$ cat src/rtl/isa_pkg.sv
// ============================================================================
// isa_pkg: shared types and constants of the scatter-add engine
// Payload structs, operation and status codes, controller/datapath links.
// ============================================================================
`timescale 1ns / 1ps

package isa_pkg;

    localparam int DATA_W    = 32;
    localparam int OFF_W     = 20;   // item address / flat source offset
    localparam int ICNT_W    = 9;    // index_count
    localparam int DIM_W     = 13;   // dim_size, inner_size
    localparam int SRC_W     = 20;   // source_count
    localparam int SPAN_W    = 22;   // index_count * inner_size
    localparam int MUL1_W    = 33;   // group * dim_size
    localparam int SUM_W     = 34;   // group * dim_size + dest
    localparam int PROD_W    = 47;   // (...) * inner_size
    localparam int TGT_W     = 48;   // target offset
    localparam int REG_IDX_W = 3;
    localparam int DIV_CNT_W = 5;    // counts OFF_W quotient bits

    typedef enum logic [1:0] {
        FUNC_LOAD     = 2'd0,
        FUNC_LOAD_IDX = 2'd1,
        FUNC_SCATTER  = 2'd2,
        FUNC_READ     = 2'd3
    } isa_func_t;

    typedef enum logic [1:0] {
        ST_DONE    = 2'd0,
        ST_DROPPED = 2'd1,
        ST_IGNORED = 2'd2,
        ST_BEYOND  = 2'd3
    } isa_status_t;

    typedef enum logic [REG_IDX_W-1:0] {
        REG_INDEX_COUNT  = 3'd0,
        REG_DIM_SIZE     = 3'd1,
        REG_INNER_SIZE   = 3'd2,
        REG_SOURCE_COUNT = 3'd3,
        REG_ELEM_TYPE    = 3'd4
    } isa_reg_t;

    typedef struct packed {
        isa_func_t                 func;
        logic [OFF_W-1:0]          addr;
        logic signed [DATA_W-1:0]  data;
    } isa_in_t;

    typedef struct packed {
        logic signed [DATA_W-1:0]  read_data;
        isa_status_t               status;
    } isa_out_t;

    typedef struct packed {
        logic [REG_IDX_W-1:0]      index;
        logic [DATA_W-1:0]         value;
    } isa_cfg_t;

    // controller -> datapath
    typedef struct packed {
        logic        latch;          // capture input item
        logic        tbl_we;
        logic        tbl_re;
        logic        tbl_wsrc_sum;   // write accumulated value, else loaded value
        logic        tbl_asel_tgt;   // table address from target, else item address
        logic        idx_we;
        logic        idx_re;
        logic        div_start;
        logic        div_sel_inner;  // second pass: remainder / inner_size
        logic        take_q1;
        logic        take_q2;
        logic        calc_dest;
        logic        calc_sum;
        logic        calc_prod;
        logic        rd_capture;
        logic        st_we;
        isa_status_t st_code;
        logic        out_load;
    } isa_cmd_t;

    // datapath -> controller
    typedef struct packed {
        isa_func_t func;
        logic      item_in_tbl;
        logic      item_in_idx;
        logic      scat_skip;
        logic      div_done;
        logic      pos_beyond;
        logic      dest_bad;
        logic      tgt_beyond;
        logic      out_free;
    } isa_sts_t;

    // int8 mode keeps the low byte, sign-extended
    function automatic logic [DATA_W-1:0] narrow(input logic [DATA_W-1:0] v,
                                                 input logic int8);
        return int8 ? {{(DATA_W-8){v[7]}}, v[7:0]} : v;
    endfunction

endpackage

$ cat src/rtl/isa_ctrl.sv
// ============================================================================
// isa_ctrl: item sequencer
// Steps each item through dispatch and, for a scatter, division, index lookup and table update.
// ============================================================================
`timescale 1ns / 1ps

module isa_ctrl (
    input  logic              clk,
    input  logic              rst_n,
    input  logic              in_valid,
    output logic              in_ready,
    input  isa_pkg::isa_sts_t sts,
    output isa_pkg::isa_cmd_t cmd
);

    typedef enum logic [3:0] {
        S_IDLE,
        S_DISPATCH,
        S_READ_WAIT,
        S_DIV1,
        S_DIV2,
        S_POS,
        S_IDX,
        S_CHECK,
        S_MUL,
        S_TARGET,
        S_ADD,
        S_FINISH
    } state_t;

    state_t state_reg;
    state_t state_next;

    always_comb
    begin
        cmd        = '0;
        state_next = state_reg;
        in_ready   = (state_reg == S_IDLE);
        unique case (state_reg)
            S_IDLE:
            begin
                if (in_valid)
                begin
                    cmd.latch  = 1'b1;
                    state_next = S_DISPATCH;
                end
            end
            S_DISPATCH:
            begin
                state_next = S_FINISH;
                unique case (sts.func)
                    isa_pkg::FUNC_LOAD:
                    begin
                        if (sts.item_in_tbl)
                        begin
                            cmd.tbl_we = 1'b1;
                        end
                        else
                        begin
                            cmd.st_we   = 1'b1;
                            cmd.st_code = isa_pkg::ST_BEYOND;
                        end
                    end
                    isa_pkg::FUNC_LOAD_IDX:
                    begin
                        if (sts.item_in_idx)
                        begin
                            cmd.idx_we = 1'b1;
                        end
                        else
                        begin
                            cmd.st_we   = 1'b1;
                            cmd.st_code = isa_pkg::ST_BEYOND;
                        end
                    end
                    isa_pkg::FUNC_SCATTER:
                    begin
                        if (sts.scat_skip)
                        begin
                            cmd.st_we   = 1'b1;
                            cmd.st_code = isa_pkg::ST_IGNORED;
                        end
                        else
                        begin
                            cmd.div_start = 1'b1;
                            state_next    = S_DIV1;
                        end
                    end
                    isa_pkg::FUNC_READ:
                    begin
                        if (sts.item_in_tbl)
                        begin
                            cmd.tbl_re = 1'b1;
                            state_next = S_READ_WAIT;
                        end
                        else
                        begin
                            cmd.st_we   = 1'b1;
                            cmd.st_code = isa_pkg::ST_BEYOND;
                        end
                    end
                endcase
            end
            S_READ_WAIT:
            begin
                cmd.rd_capture = 1'b1;
                state_next     = S_FINISH;
            end
            S_DIV1:
            begin
                // group/remainder ready: second pass splits the remainder
                if (sts.div_done)
                begin
                    cmd.take_q1       = 1'b1;
                    cmd.div_start     = 1'b1;
                    cmd.div_sel_inner = 1'b1;
                    state_next        = S_DIV2;
                end
            end
            S_DIV2:
            begin
                if (sts.div_done)
                begin
                    cmd.take_q2 = 1'b1;
                    state_next  = S_POS;
                end
            end
            S_POS:
            begin
                if (sts.pos_beyond)
                begin
                    cmd.st_we   = 1'b1;
                    cmd.st_code = isa_pkg::ST_IGNORED;
                    state_next  = S_FINISH;
                end
                else
                begin
                    cmd.idx_re = 1'b1;
                    state_next = S_IDX;
                end
            end
            S_IDX:
            begin
                cmd.calc_dest = 1'b1;
                state_next    = S_CHECK;
            end
            S_CHECK:
            begin
                if (sts.dest_bad)
                begin
                    cmd.st_we   = 1'b1;
                    cmd.st_code = isa_pkg::ST_DROPPED;
                    state_next  = S_FINISH;
                end
                else
                begin
                    cmd.calc_sum = 1'b1;
                    state_next   = S_MUL;
                end
            end
            S_MUL:
            begin
                cmd.calc_prod = 1'b1;
                state_next    = S_TARGET;
            end
            S_TARGET:
            begin
                if (sts.tgt_beyond)
                begin
                    cmd.st_we   = 1'b1;
                    cmd.st_code = isa_pkg::ST_BEYOND;
                    state_next  = S_FINISH;
                end
                else
                begin
                    cmd.tbl_re       = 1'b1;
                    cmd.tbl_asel_tgt = 1'b1;
                    state_next       = S_ADD;
                end
            end
            S_ADD:
            begin
                cmd.tbl_we       = 1'b1;
                cmd.tbl_wsrc_sum = 1'b1;
                cmd.tbl_asel_tgt = 1'b1;
                state_next       = S_FINISH;
            end
            S_FINISH:
            begin
                if (sts.out_free)
                begin
                    cmd.out_load = 1'b1;
                    state_next   = S_IDLE;
                end
            end
            default:
            begin
                state_next = S_IDLE;
            end
        endcase
    end

    always_ff @(posedge clk or negedge rst_n)
    begin
        if (!rst_n)
        begin
            state_reg <= S_IDLE;
        end
        else
        begin
            state_reg <= state_next;
        end
    end

endmodule

$ cat config.mk
export PLATFORM = sky130hd
export DESIGN_NAME = isa_ctrl
export DESIGN_NICKNAME = d
export VERILOG_FILES = /design/src/rtl/isa_pkg.sv /design/src/rtl/isa_ctrl.sv
export SDC_FILE = /design/constraint.sdc
export NUM_CORES = 1
export LEC_CHECK = 0
export ABC_AREA = 0
export BUFFER_PORTS_ARGS = -buffer_cell sky130_fd_sc_hd__buf_2
export CAP_MARGIN = 10
export CORE_UTILIZATION = 47
export CTS_CLUSTER_DIAMETER = 50
export DETAILED_ROUTE_END_ITERATION = 10
export PLACE_DENSITY = 0.83
export SYNTH_ARGS = -nofsm -noshare
export SYNTH_HDL_FRONTEND = slang
export SYNTH_SLANG_ARGS = --single-unit
$ cat constraint.sdc
create_clock -name clk -period 3.2 [get_ports clk]
set_clock_uncertainty 0.1 [all_clocks]
set_input_delay 0.32 -clock clk [delete_from_list [all_inputs] [get_ports clk]]
set_output_delay 0.32 -clock clk [all_outputs]
set_load 0.05 [all_outputs]
==> reports/results.tsv <==
metric	value	unit
synthTopCellsByArea	dfrtp_1 (16%), ha_1 (7.9%), nand2b_1 (6.9%)	
max_freq	0.416	GHz
synth-seq-area-share	15.7	%
ys_types	35	
die_h	38.8	um
period_minus_slack	2.41	ns
hold_viol_final	0	
hold_ws	0.331	ns
area_growth	31.5	%
routedWlPerCell	12.4	um
cp_num_buf_inv	1	
crit_slowest_cell	dfrtp_1	
largest_register_ffs	4	
coreArea	1190	um2
register_area	100	um2
drc	0	
multi_input_area	503	um2
cp-end-kind	output pin	
use_met1	36.4	%
io_pins	33	
async_reset_ff_share	100	%
leakagePower	0.433	nW
portBuffers	32	
clkSinkCount	4	
synth_edf_count	0	
htreeDepth	1	
gr-usage-met3	7.51	%
num_antenna_cells	0	
worstPathCellList	nand2b_1 -> or3_1 -> o21ai_0 -> buf_2	
slew_headroom	63.6	%
fill_cells	119	
dpl.cell_count	128	
synth_area_leader_cell	dfrtp_1	
synth_flop_cell	dfrtp_1	
clockRootBuffer	clkbuf_4	
tightest_slew	0.546	ns
routed_wl	1630	um
finalMaxSlewViolations	0	
antenna_found_initial	0	
path_clk_slew	0.04	ns
min_path_type	in -> async	
drive_above_1_share	36.4	%
ys_ff_latch	4	
drt_iter0_markers	21	
fin_cells	132	
power	0.837	mW
peakVddDrop	0.702	mV
dr.pass1.iters	4	
grt_pass1_wl	2630	um
grtUsageMet2	37.9	%
syn_area_per_cell	7.22	um2
initial_utilization	53.6	%
rsz0062_at_grt	no	
final_util	70.5	%
critPathLaunchType	flip-flop	
arrival	1.99	ns
die_w	38.8	um
clock_latency	0.24	ns
num_rows	12	
yosys_warnings	0	
grt_overflow	0	
worstPathMaxFanout	20	
grt_pass1_vias	595	
viasPerCell	5.68	
tritoncts	built	
drv_cap	0	
ant_nets	0	
grt_max_degree	21	
cts_resized	0	
syn_inst	88	
cp_top_family	simple AND/OR/NAND/NOR gates	
synth_top_area_share	15.7	%
track_usage	25.2	%
cts_buffers	3	
powerDensity	1000	nW/um2
grt-busiest-layer	met2	
critical_path_class	reg -> out	
dpl.hpwl	1280	um
cp.required	2.78	ns
die-area	1500	um2
cts_buffer_depth	2	
via_count	750	
min_period_over_period	75.2	%
status	complete, no violations	
finalSetupViolations	0	
netlist_area	636	um2
nets	137	
fin_setup_tns	0	ns
synth_nets	105	
gp_congestion	0.854	
max_stage_delay	0.57	ns
## cell families (layout without fill, tap and decap cells)
group / Yosys count / count (layout) / synth area share, %
multiplexers: 2 / 2 / 4.13
flip-flops: 4 / 4 / 15.7
AO/OA/AOI/OAI: 23 / 23 / 26.8
adder cells (fa/ha/maj): 4 / 4 / 7.87
buffers and inverters: 11 / 41 / 7.09
AND/OR/NAND/NOR: 44 / 44 / 38.4
## path summary, 6_finish.rpt
path                               from           end  slack, ns  cells past startpoint
max in group asynchronous         rst_n  state_reg[3]       2.55                      2
setup / recovery           state_reg[1]        cmd[1]       0.79                      4
min in group clk                 sts[4]  state_reg[2]       0.39                      3
setup reg to reg           state_reg[1]  state_reg[0]       1.25                      4
hold / removal                    rst_n  state_reg[2]       0.33                      2
hold reg to reg            state_reg[2]  state_reg[1]       0.69                      1
## worst register-to-register path: cells and delay by family (launching register included)
kind	cells	cell delay, ns
AOI/OAI and AO/OA	2	0.48
and+or+nand+nor	1	0.29
DFF	1	0.67
muxes	1	0.30
## layout by cell type, fill, tap and decap left out, types with 2 or more instances in the layout
cell type  synthesis  final
a21o_1             2      2
a21oi_1            4      4
buf_2              0     32
clkbuf_4           0      3
dfrtp_1            4      4
ha_1               4      4
inv_1              4      4
nand2_1            6      6
nand2b_1           7      7
nand3_1            2      2
nor2_1             9      9
nor3_1             8      8
nor4b_1            3      2
o21ai_0            6      6
## cell usage after synthesis, drive strengths merged (2+ instances only)
library cell and n:
a21o 2, a21oi 4, a31o 2, clkbuf 6, dfrtp 4, ha 4
inv 4, mux2 2, nand2 6, nand2b 7, nand3 2, nor2 9
nor3 8, nor4 2, nor4b 3, o21ai 6
## final cells by class
class / instances / share of cell area (%)
clock buffer: 3 / 2.69
multi-input combinational: 73 / 60.2
tap: 14 / 2.10
inverter: 4 / 1.80
timing repair buffer: 34 / 21.3
sequential: 4 / 12.0
## per-stage QoR
stage          instance area (um2)  worst slack [ns]
3_5_place_dp                   803              1.05
3_3_place_gp                   803              1.11
4_1_cts                        836             0.792
5_1_grt                        836             0.649
6_report                       836             0.793
2_1_floorplan                  648             0.162
## metal layers
metal | share of wire, % | vias to the layer above
met2 | 46 | 38
met1 | 45 | 321
met4 | 1.2 | 0
met5 | 0 | -
met3 | 8.1 | 2
li1 | - | 389
## power breakdown
| part | switching (mW) | internal (mW) | total [mW] | leakage (nW) |
|---|---|---|---|---|
| registers | 0.0997 | 0.0741 | 0.174 | 0.0476 |
| clock network | 0.0196 | 0.0418 | 0.0614 | 0.0138 |
| logic | 0.397 | 0.205 | 0.601 | 0.371 |
| total | 0.516 | 0.321 | 0.837 | 0.433 |
## timing repair
item,4_1_cts,5_1_grt
buffers inserted,0,0
hold buffers,1,0
hold endpoints to repair,4,0
Note: power is estimated with default switching activity, not from simulation.
